<file path="src/sv/hta_pkg.sv">
// Shared types and constants for the heartbeat timeout alarm.
package hta_pkg;

  localparam int NUM_CHANNELS_DEF = 8;
  localparam int TIME_BITS_DEF    = 32;

  localparam int MASK_W     = 8;
  localparam int PRI_W      = 4;
  localparam int CLS_W      = 2;
  localparam int ID_W       = 3;
  localparam int TMO_W      = 16;
  localparam int CNT_W      = 6;
  localparam int BEEP_W     = 15;
  localparam int CFG_IDX_W  = 3;
  localparam int CFG_DATA_W = 32;

  localparam logic [CFG_IDX_W-1:0] CFG_ENABLE_MASK  = 3'd0;
  localparam logic [CFG_IDX_W-1:0] CFG_TIMEOUT      = 3'd1;
  localparam logic [CFG_IDX_W-1:0] CFG_LONG_TIMEOUT = 3'd2;
  localparam logic [CFG_IDX_W-1:0] CFG_LONG_MASK    = 3'd3;
  localparam logic [CFG_IDX_W-1:0] CFG_PRIORITY     = 3'd4;
  localparam logic [CFG_IDX_W-1:0] CFG_PATTERN      = 3'd5;
  localparam logic [CFG_IDX_W-1:0] CFG_BUZZ_TONE    = 3'd6;

  localparam logic REQ_HEARTBEAT = 1'b0;
  localparam logic REQ_DETECT    = 1'b1;

  localparam logic [CLS_W-1:0] CLS_THREE = 2'd1;
  localparam logic [CLS_W-1:0] CLS_FIVE  = 2'd2;

  localparam logic [CNT_W-1:0] FAULT_WRAP     = 6'd50;
  localparam logic [CNT_W-1:0] FAULT_ON_LIMIT = 6'd15;
  localparam logic [CNT_W-1:0] BLINK_WRAP     = 6'd50;
  localparam logic [CNT_W-1:0] HIT_0 = 6'd1;
  localparam logic [CNT_W-1:0] HIT_1 = 6'd7;
  localparam logic [CNT_W-1:0] HIT_2 = 6'd13;
  localparam logic [CNT_W-1:0] HIT_3 = 6'd19;
  localparam logic [CNT_W-1:0] HIT_4 = 6'd25;

  typedef struct packed {
    logic [MASK_W-1:0]     enable_mask;
    logic [TMO_W-1:0]      timeout_ms;
    logic [TMO_W-1:0]      long_timeout_ms;
    logic [MASK_W-1:0]     long_timeout_mask;
    logic [MASK_W*PRI_W-1:0] priority_table;
    logic [MASK_W*CLS_W-1:0] pattern_class;
    logic [TMO_W-1:0]      buzz_tone;
  } cfg_t;

  localparam cfg_t CFG_RESET = '{
    enable_mask:       8'd63,
    timeout_ms:        16'd500,
    long_timeout_ms:   16'd2000,
    long_timeout_mask: 8'd32,
    priority_table:    32'h0015_4327,
    pattern_class:     16'h02A9,
    buzz_tone:         16'd1000
  };

  typedef struct packed {
    logic        req_type;
    logic [2:0]  channel;
    logic [31:0] now_ms;
    logic        global_fault;
  } in_t;

  typedef struct packed {
    logic [7:0]  offline_mask;
    logic        alarm_valid;
    logic [2:0]  alarm_channel;
    logic        led_red;
    logic [14:0] beep_level;
  } out_t;

  typedef struct packed {
    logic              valid;
    logic [PRI_W-1:0]  best_pri;
    logic [ID_W-1:0]   best_id;
    logic [MASK_W-1:0] off;
  } scan_t;

endpackage

</file>
<file path="src/sv/heartbeat_timeout_alarm.sv">
// Heartbeat timeout alarm: top level with configuration registers and the channel cell chain.
// Usage:
//   Input channel (in_valid_i / in_stall_o / in_data_i) carries one request beat:
//   a heartbeat stamps now_ms into its channel's cell if that channel is enabled, a detect step checks ages,
//   updates offline mask and alarm, and steps the blink or fault pattern.
//   Every request yields one result beat on out_valid_o / out_stall_i / out_data_o.
//   A detect beat walks the cell chain one cell per cycle; at the chain's tail the
//   alarm state is updated and the result is then loaded into the output register.
//   A heartbeat passes through a write state before its result is registered.
//   The next beat is taken only once the sequencer is back in idle.
//   One request is in flight at a time; a result waiting in the output register
//   does not block the next request, but a stalled receiver holds the following
//   result in the sequencer and keeps in_stall_o high until the output frees up.
//   Configuration writes (cfg_we_i, cfg_idx_i, cfg_data_i) take effect at once; the
//   user is to issue them only while the block is idle, which the block itself does
//   not enforce; unknown indexes are ignored. Reset clears last-seen times, counters,
//   alarm state and the output valid flag, and loads default configuration values.
module heartbeat_timeout_alarm #(
  parameter int NUM_CHANNELS = hta_pkg::NUM_CHANNELS_DEF,
  parameter int TIME_BITS    = hta_pkg::TIME_BITS_DEF
) (
  input  logic                                clk_i,
  input  logic                                rst_ni,
  input  logic                                cfg_we_i,
  input  logic [hta_pkg::CFG_IDX_W-1:0]       cfg_idx_i,
  input  logic [hta_pkg::CFG_DATA_W-1:0]      cfg_data_i,
  input  logic                                in_valid_i,
  output logic                                in_stall_o,
  input  hta_pkg::in_t                        in_data_i,
  output logic                                out_valid_o,
  input  logic                                out_stall_i,
  output hta_pkg::out_t                       out_data_o
);
  import hta_pkg::*;

  cfg_t                 cfg_q;
  logic [TIME_BITS-1:0] now;
  logic                 hb_we;
  logic [2:0]           hb_ch;
  scan_t                chain [NUM_CHANNELS+1];

  always_ff @(posedge clk_i or negedge rst_ni) begin
    if (!rst_ni) begin
      cfg_q <= CFG_RESET;
    end else if (cfg_we_i) begin
      case (cfg_idx_i)
        CFG_ENABLE_MASK:  cfg_q.enable_mask       <= cfg_data_i[MASK_W-1:0];
        CFG_TIMEOUT:      cfg_q.timeout_ms        <= cfg_data_i[TMO_W-1:0];
        CFG_LONG_TIMEOUT: cfg_q.long_timeout_ms   <= cfg_data_i[TMO_W-1:0];
        CFG_LONG_MASK:    cfg_q.long_timeout_mask <= cfg_data_i[MASK_W-1:0];
        CFG_PRIORITY:     cfg_q.priority_table    <= cfg_data_i[MASK_W*PRI_W-1:0];
        CFG_PATTERN:      cfg_q.pattern_class     <= cfg_data_i[MASK_W*CLS_W-1:0];
        CFG_BUZZ_TONE:    cfg_q.buzz_tone         <= cfg_data_i[TMO_W-1:0];
        default: ;
      endcase
    end
  end

  hta_ctrl #(
    .TIME_BITS(TIME_BITS)
  ) u_ctrl (
    .clk_i       (clk_i),
    .rst_ni      (rst_ni),
    .cfg_i       (cfg_q),
    .in_valid_i  (in_valid_i),
    .in_stall_o  (in_stall_o),
    .in_data_i   (in_data_i),
    .out_valid_o (out_valid_o),
    .out_stall_i (out_stall_i),
    .out_data_o  (out_data_o),
    .now_o       (now),
    .hb_we_o     (hb_we),
    .hb_ch_o     (hb_ch),
    .scan_head_o (chain[0]),
    .scan_tail_i (chain[NUM_CHANNELS])
  );

  for (genvar g = 0; g < NUM_CHANNELS; g++) begin : g_cell
    hta_cell #(
      .IDX       (g),
      .TIME_BITS (TIME_BITS)
    ) u_cell (
      .clk_i   (clk_i),
      .rst_ni  (rst_ni),
      .cfg_i   (cfg_q),
      .now_i   (now),
      .hb_we_i (hb_we),
      .hb_ch_i (hb_ch),
      .scan_i  (chain[g]),
      .scan_o  (chain[g+1])
    );
  end

endmodule

</file>
<file path="src/sv/hta_cell.sv">
// One channel cell: last-seen time, timeout check and priority compare along the chain.
module hta_cell #(
  parameter int IDX       = 0,
  parameter int TIME_BITS = hta_pkg::TIME_BITS_DEF
) (
  input  logic                 clk_i,
  input  logic                 rst_ni,
  input  hta_pkg::cfg_t        cfg_i,
  input  logic [TIME_BITS-1:0] now_i,
  input  logic                 hb_we_i,
  input  logic [2:0]           hb_ch_i,
  input  hta_pkg::scan_t       scan_i,
  output hta_pkg::scan_t       scan_o
);
  import hta_pkg::*;

  localparam bit IN_RANGE = IDX < MASK_W;
  localparam int LIDX     = IDX % MASK_W;
  localparam logic [ID_W-1:0] MY_ID = ID_W'(IDX % MASK_W);

  logic [TIME_BITS-1:0] last_seen_q;
  logic [TIME_BITS-1:0] age;
  logic [31:0]          age_w, lim_w;
  logic                 en, is_long, offline;
  logic [PRI_W-1:0]     pri;
  scan_t                scan_d, scan_q;

  assign en      = IN_RANGE && cfg_i.enable_mask[LIDX];
  assign is_long = IN_RANGE && cfg_i.long_timeout_mask[LIDX];
  assign pri     = IN_RANGE ? cfg_i.priority_table[PRI_W*LIDX +: PRI_W] : '0;
  assign age     = now_i - last_seen_q;
  assign age_w   = 32'(age);
  assign lim_w   = 32'(is_long ? cfg_i.long_timeout_ms : cfg_i.timeout_ms);
  assign offline = en && (age_w > lim_w);

  always_comb begin
    scan_d = scan_i;
    if (offline) begin
      scan_d.off[LIDX] = 1'b1;
      if (pri > scan_i.best_pri) begin
        scan_d.best_pri = pri;
        scan_d.best_id  = MY_ID;
      end
    end
  end

  always_ff @(posedge clk_i or negedge rst_ni) begin
    if (!rst_ni) begin
      last_seen_q <= '0;
      scan_q      <= '0;
    end else begin
      if (hb_we_i && en && (32'(hb_ch_i) == IDX)) begin
        last_seen_q <= now_i;
      end
      scan_q <= scan_d;
    end
  end

  assign scan_o = scan_q;

endmodule

</file>
<file path="src/sv/hta_ctrl.sv">
// Sequencer: item capture, alarm update, blink and fault patterns, output register.
module hta_ctrl #(
  parameter int TIME_BITS = hta_pkg::TIME_BITS_DEF
) (
  input  logic                 clk_i,
  input  logic                 rst_ni,
  input  hta_pkg::cfg_t        cfg_i,
  input  logic                 in_valid_i,
  output logic                 in_stall_o,
  input  hta_pkg::in_t         in_data_i,
  output logic                 out_valid_o,
  input  logic                 out_stall_i,
  output hta_pkg::out_t        out_data_o,
  output logic [TIME_BITS-1:0] now_o,
  output logic                 hb_we_o,
  output logic [2:0]           hb_ch_o,
  output hta_pkg::scan_t       scan_head_o,
  input  hta_pkg::scan_t       scan_tail_i
);
  import hta_pkg::*;

  localparam logic [1:0] ST_IDLE  = 2'd0;
  localparam logic [1:0] ST_WRITE = 2'd1;
  localparam logic [1:0] ST_SCAN  = 2'd2;
  localparam logic [1:0] ST_DONE  = 2'd3;

  logic [1:0]           state_q, state_d;
  logic [TIME_BITS-1:0] now_q;
  logic [2:0]           ch_q;
  logic                 fault_q;
  logic                 start_q;
  logic                 accept;

  logic [MASK_W-1:0] offline_q, offline_d;
  logic              aset_q, aset_d;
  logic [ID_W-1:0]   aid_q, aid_d;
  logic [CNT_W-1:0]  blink_q, blink_d, blink_inc;
  logic [CNT_W-1:0]  fcnt_q, fcnt_d;
  logic              led_q, led_d;
  logic [BEEP_W-1:0] beep_q, beep_d, half_tune;
  logic [CLS_W-1:0]  cls;
  logic              hit3, hit5, upd;

  out_t out_q;
  logic out_valid_q, load_out;

  assign accept     = in_valid_i && (state_q == ST_IDLE);
  assign in_stall_o = state_q != ST_IDLE;
  assign load_out   = (state_q == ST_DONE) && (!out_valid_q || !out_stall_i);
  assign upd        = (state_q == ST_SCAN) && scan_tail_i.valid;

  assign now_o   = now_q;
  assign hb_ch_o = ch_q;
  assign hb_we_o = state_q == ST_WRITE;

  always_comb begin
    scan_head_o       = '0;
    scan_head_o.valid = start_q;
  end

  always_comb begin
    state_d = state_q;
    case (state_q)
      ST_IDLE: begin
        if (accept) begin
          state_d = (in_data_i.req_type == REQ_DETECT) ? ST_SCAN : ST_WRITE;
        end
      end
      ST_WRITE: state_d = ST_DONE;
      ST_SCAN: begin
        if (scan_tail_i.valid) begin
          state_d = ST_DONE;
        end
      end
      ST_DONE: begin
        if (load_out) begin
          state_d = ST_IDLE;
        end
      end
      default: state_d = ST_IDLE;
    endcase
  end

  assign half_tune = cfg_i.buzz_tone[TMO_W-1:1];
  assign blink_inc = blink_q + 6'd1;

  always_comb begin
    offline_d = scan_tail_i.off;
    aset_d    = aset_q;
    aid_d     = aid_q;
    if (scan_tail_i.best_pri != '0) begin
      aset_d = 1'b1;
      aid_d  = scan_tail_i.best_id;
    end else if (scan_tail_i.off == '0) begin
      aset_d = 1'b0;
      aid_d  = '0;
    end

    blink_d = blink_q;
    fcnt_d  = fcnt_q;
    led_d   = led_q;
    beep_d  = '0;
    cls     = cfg_i.pattern_class[CLS_W*aid_d +: CLS_W];
    hit3    = 1'b0;
    hit5    = 1'b0;
    if (fault_q) begin
      fcnt_d = (fcnt_q > FAULT_WRAP) ? '0 : fcnt_q + 6'd1;
      beep_d = (fcnt_d < FAULT_ON_LIMIT) ? half_tune : '0;
    end else if (aset_d) begin
      blink_d = (blink_inc > BLINK_WRAP) ? '0 : blink_inc;
      hit3    = (blink_d == HIT_0) || (blink_d == HIT_1) || (blink_d == HIT_2);
      hit5    = hit3 || (blink_d == HIT_3) || (blink_d == HIT_4);
      if (cls == CLS_THREE) begin
        led_d  = hit3;
        beep_d = hit3 ? half_tune : '0;
      end else if (cls == CLS_FIVE) begin
        led_d  = hit5;
        beep_d = hit5 ? half_tune : '0;
      end else begin
        led_d = 1'b1;
      end
    end
  end

  always_ff @(posedge clk_i or negedge rst_ni) begin
    if (!rst_ni) begin
      state_q     <= ST_IDLE;
      start_q     <= 1'b0;
      offline_q   <= '0;
      aset_q      <= 1'b0;
      aid_q       <= '0;
      blink_q     <= '0;
      fcnt_q      <= '0;
      led_q       <= 1'b0;
      beep_q      <= '0;
      out_valid_q <= 1'b0;
    end else begin
      state_q <= state_d;
      start_q <= accept && (in_data_i.req_type == REQ_DETECT);
      if (upd) begin
        offline_q <= offline_d;
        aset_q    <= aset_d;
        aid_q     <= aid_d;
        blink_q   <= blink_d;
        fcnt_q    <= fcnt_d;
        led_q     <= led_d;
        beep_q    <= beep_d;
      end
      if (load_out) begin
        out_valid_q <= 1'b1;
      end else if (!out_stall_i) begin
        out_valid_q <= 1'b0;
      end
    end
  end

  always_ff @(posedge clk_i) begin
    if (accept) begin
      now_q   <= in_data_i.now_ms[TIME_BITS-1:0];
      ch_q    <= in_data_i.channel;
      fault_q <= in_data_i.global_fault;
    end
    if (load_out) begin
      out_q.offline_mask  <= offline_q;
      out_q.alarm_valid   <= aset_q;
      out_q.alarm_channel <= aset_q ? aid_q : '0;
      out_q.led_red       <= led_q;
      out_q.beep_level    <= beep_q;
    end
  end

  assign out_valid_o = out_valid_q;
  assign out_data_o  = out_q;

endmodule
</file>
<file path="config.mk">
export PLATFORM = sky130hd
export DESIGN_NAME = heartbeat_timeout_alarm
export DESIGN_NICKNAME = d
export VERILOG_FILES = /design/src/sv/hta_pkg.sv /design/src/sv/heartbeat_timeout_alarm.sv /design/src/sv/hta_cell.sv /design/src/sv/hta_ctrl.sv
export SDC_FILE = /design/constraint.sdc
export NUM_CORES = 2
export LEC_CHECK = 0
export ABC_CLOCK_PERIOD_IN_PS = 16200
export BUFFER_PORTS_ARGS = -buffer_cell sky130_fd_sc_hd__buf_2
export CAP_MARGIN = 40
export CORE_MARGIN = 2
export CORE_UTILIZATION = 40
export DETAILED_ROUTE_END_ITERATION = 6
export PLACE_DENSITY = 0.52
export SLEW_MARGIN = 20
export SYNTH_ARGS = -nofsm -noshare
export SYNTH_HDL_FRONTEND = slang
export SYNTH_SLANG_ARGS = --single-unit
</file>
<file path="constraint.sdc">
create_clock -name clk_i -period 16.2 [get_ports clk_i]
set_input_delay 0 -clock clk_i [delete_from_list [all_inputs] [get_ports clk_i]]
set_output_delay 0 -clock clk_i [all_outputs]
set_load 0.02 [all_outputs]
</file>
==> metrics.csv <==
stage,metric,value,unit
yosys,count of cell types in the netlist,96,
yosys,"EDFF count, synth",64,
clock_tree,"Reg clk slew, reported paths",0.07,ns
final_layout,Final Net Count,4887,
clock_tree,Root Driver,clkbuf_16,
sta,Total Neg Setup Slack,0,ns
global_routing,largest net degree at the start of global routing,166,
worst_setup_path,"slowest stage delay, CP",0.66,ns
run_status,status,"complete, no violations",
routing,DR vias,32300,
routing,Routed WL per cell,20.84,um
yosys,"Seq/Total Area, Yosys",0.3562,
placement,routability congestion estimate,0.8698,
sta,Final Cycle Share,0.3662,
routing,Initial DRC Count,2198,
global_routing,first-pass GRT wire length,187.0,mm
worst_setup_path,critical path buffer and inverter count,1,
yosys,Post-synth ARST share,0.8873,
worst_setup_path,"Req. time, crit path",16.73,ns
routing,routed wire length,121.2,mm
yosys,Mapped Area,40950,um^2
global_routing,initial antenna violation count,4,
yosys,Syn Inst Count,4219,
floorplan,core area,101600,um^2
power,Max VDD drop,0.1111,mV
clock_tree,CTS tree,built,
worst_setup_path,nature of the critical path endpoint,register,
sta,"Slew Viols, Final",0,
yosys,Post-Syn Area per Cell,9.705,um^2
clock_tree,hold_buf cts,82,
sta,RSZ-0062 raised after global routing,false,
floorplan,starting density of the core,0.4030,
placement,DP Area,43190,um^2
routing,vias per cell,5.555,
worst_setup_path,CP max FO,9,
worst_setup_path,crit path cell chain,"buf_4, ha_1, nand3_1, a211o_1, a31oi_1, nand2b_1, a21oi_1, xnor2_1, ha_1, nand4_1, or4_1, nor2_1, o22ai_1, nor3_2, nand4_1, or4_4, a2111oi_4, a211oi_4, mux2_4",
sta,Setup Viol. Count Final,0,
routing,Final ANT Viol Nets,0,
yosys,largest family of logic cells by synthesized area,compound AO/OA/AOI/OAI gates,
global_routing,GR Overflow Total,0,
clock_tree,Post CTS Setup Buffer Count,0,
final_layout,final instance area,46690,um^2
final_layout,Fill cells,9831,
power,PwrDens,223.2,nW/um^2
global_routing,vias in the first global route,31700,
floorplan,Die Y,324.0,um
routing,DRC viols,0,
placement,post-DP HPWL,86.46,mm
sta,Final WS setup,10.27,ns
yosys,XOR/XNOR share of the synthesized area,0.03679,
placement,# placed instances,5593,
sta,Slew HR,0.3329,
yosys,YS warnings,0,
yosys,Synth Area in Compound Gates,0.1638,
flow_run,maxcap violations,0,
floorplan,die footprint,104900,um^2
worst_setup_path,Slowest cell on crit path,edfxtp_1,
global_routing,GRT Total Usage,0.2319,
clock_tree,Bufs on Longest Clock Path,3,
clock_tree,Post-CTS Resized,0,
yosys,post-synthesis simple-gate area fraction,0.1188,
final_layout,number of diodes,0,
floorplan,Die Wd,324.0,um
clock_tree,clock latency on the worst-skew pair,0.67,ns
sta,skew final,0.03150,ns
sta,fin crit period,5.932,ns
final_layout,Post-Layout Cell Count,5815,
worst_setup_path,critical setup path kind,reg -> reg,
yosys,synthesized flop and latch total,568,
placement,Place WS,10.31,ns
floorplan,I/O pin count,107,
final_layout,Area Overhead vs Synth,14.03,%
clock_tree,CTS Buf Count,71,
yosys,Synth Area in Adders,0.1301,
yosys,dominant synthesized flop cell,dfrtp_1,
floorplan,Rows,117,
final_layout,fraction of layout cells with a size suffix above 1,0.1790,
sta,Worst Tran Pin Value,1.001,ns
placement,IO buf count,106,
sta,fmax,168.6,MHz
worst_setup_path,Startpoint Class,register,
clock_tree,CTS Sinks,568,
sta,Fin. Hold Viols,0,
hold_path,worst min path class,in -> reg,
power,cell leakage power,0.02093,uW
worst_setup_path,Worst EP arrival,6.46,ns
worst_setup_path,crit-path leading delay family,simple AND/OR/NAND/NOR gates,
routing,DR pass1 iterations,7,
clock_tree,htree depth,3,
yosys,mux share of post-synthesis cell area,0.1457,
yosys,syn_nets,4717,
-- logic make-up (layout without fill, tap and decap cells) --
logic type / Yosys count / after routing
muxes: 545 / 545
and+or+nand+nor: 974 / 974
buffers and inverters: 514 / 742
xor gates and xnor gates: 172 / 172
DFF: 568 / 568
AOI/OAI and AO/OA: 1025 / 1025
adders and majority gates: 421 / 421
-- worst paths after layout --
path	startpoint	to	slack, ns	cells past startpoint
worst min register to register	g_cell[4].u_cell.scan_o[15]$_DFF_PN0_	g_cell[5].u_cell.scan_o[15]$_DFF_PN0_	0.34	0
max in group asynchronous	rst_ni	g_cell[4].u_cell.last_seen_q[15]$_DFFE_PN0P_	14.32	6
min in group asynchronous	rst_ni	cfg_q[33]$_DFFE_PN1P_	0.50	3
worst max register to register	u_ctrl.now_o[9]$_DFFE_PP_	g_cell[2].u_cell.scan_o[14]$_DFF_PN0_	10.27	19
worst min-delay path	in_data_i[26]	u_ctrl.now_o[25]$_DFFE_PP_	0.07	2
worst max-delay path	u_ctrl.now_o[9]$_DFFE_PP_	g_cell[2].u_cell.scan_o[14]$_DFF_PN0_	10.27	19
-- power by group --
group          leakage, uW  internal (uW)  switching (uW)
registers          0.00691           2010             362
logic               0.0128           2740            3620
clock network      0.00121           1020             677
total               0.0209           5770            4660
-- Yosys cell counts (all sizes together) (15+ instances only) --
master,n,area share
dfrtp,464,0.28
ha,413,0.13
mux2,395,0.11
inv,347,0.032
a21oi,308,0.038
nand2,277,0.025
o21ai,202,0.025
nor2,191,0.018
mux2i,150,0.037
clkbuf,132,0.012
xnor2,110,0.024
a21o,103,0.019
nand3,97,0.012
nand4,90,0.014
edfxtp,64,0.047
xor2,62,0.013
nor2b,57,0.0087
o21a,52,0.0095
nand2b,50,0.0076
nor3,48,0.0060
a31oi,42,0.0066
o211ai,42,0.0077
a211oi,41,0.0078
dfstp,40,0.026
buf,35,0.0047
o21bai,27,0.0050
and2,25,0.0038
and3,25,0.0038
or2,23,0.0035
nor4,20,0.0032
a2111oi,17,0.0046
a22o,16,0.0034
o31a,15,0.0032
or3,15,0.0023
-- layer usage --
layer | GRT usage | part of all wire | vias up
met3 | 0.03265 | 0.053 | 138
met4 | 0.05648 | 0.024 | 0
met5 | 0 | 0 | -
li1 | - | - | 15720
met2 | 0.3595 | 0.43 | 686
met1 | 0.3389 | 0.49 | 15760
-- flip-flops by register name (all words and copies together) (netlist names), 2 cells and up --
name	flops
u_ctrl.beep_q	15
u_ctrl.state_q	2
g_cell.u_cell.scan_o	93
u_ctrl.aid_q	3
g_cell.u_cell.last_seen_q	256
u_ctrl.fcnt_q	6
u_ctrl.blink_q	6
u_ctrl.now_o	32
u_ctrl.offline_q	8
cfg_q	111
u_ctrl.hb_ch_o	3
u_ctrl.out_data_o	28
-- area by class of cell --
class | instances | area, um^2 | area share
Clock buffer | 95 | 1988 | 0.04258
Clock inverter | 36 | 518.0 | 0.01109
Inverter | 347 | 1303 | 0.02790
Multi-Input combinational cell | 3137 | 24420 | 0.5230
Sequential cell | 568 | 14580 | 0.3123
Tap cell | 1368 | 1712 | 0.03666
Timing Repair Buffer | 264 | 2167 | 0.04641
-- stage by stage --
step,hold slack (ns),total power [uW],utilization
finish,0.07206,10420,0.4596
floorplan,-0.2956,7113,-
global route,0.03762,11390,0.4596
global placement,0.06194,8613,0.4235
CTS,0.01438,10440,0.4581
detailed placement,0.06861,8649,0.4251
-- cell usage in the layout (no fill, tap or decap), types with 110 or more instances in the layout --
| cell type | Yosys | final |
|---|---|---|
| xnor2_1 | 110 | 110 |
| nand2_1 | 277 | 277 |
| nor2_1 | 191 | 191 |
| dfrtp_1 | 464 | 464 |
| mux2_2 | 391 | 391 |
| a21oi_1 | 305 | 305 |
| ha_1 | 413 | 413 |
| o21ai_0 | 197 | 197 |
| mux2i_1 | 150 | 150 |
| inv_1 | 347 | 347 |
(Power assumes the default switching activity.)
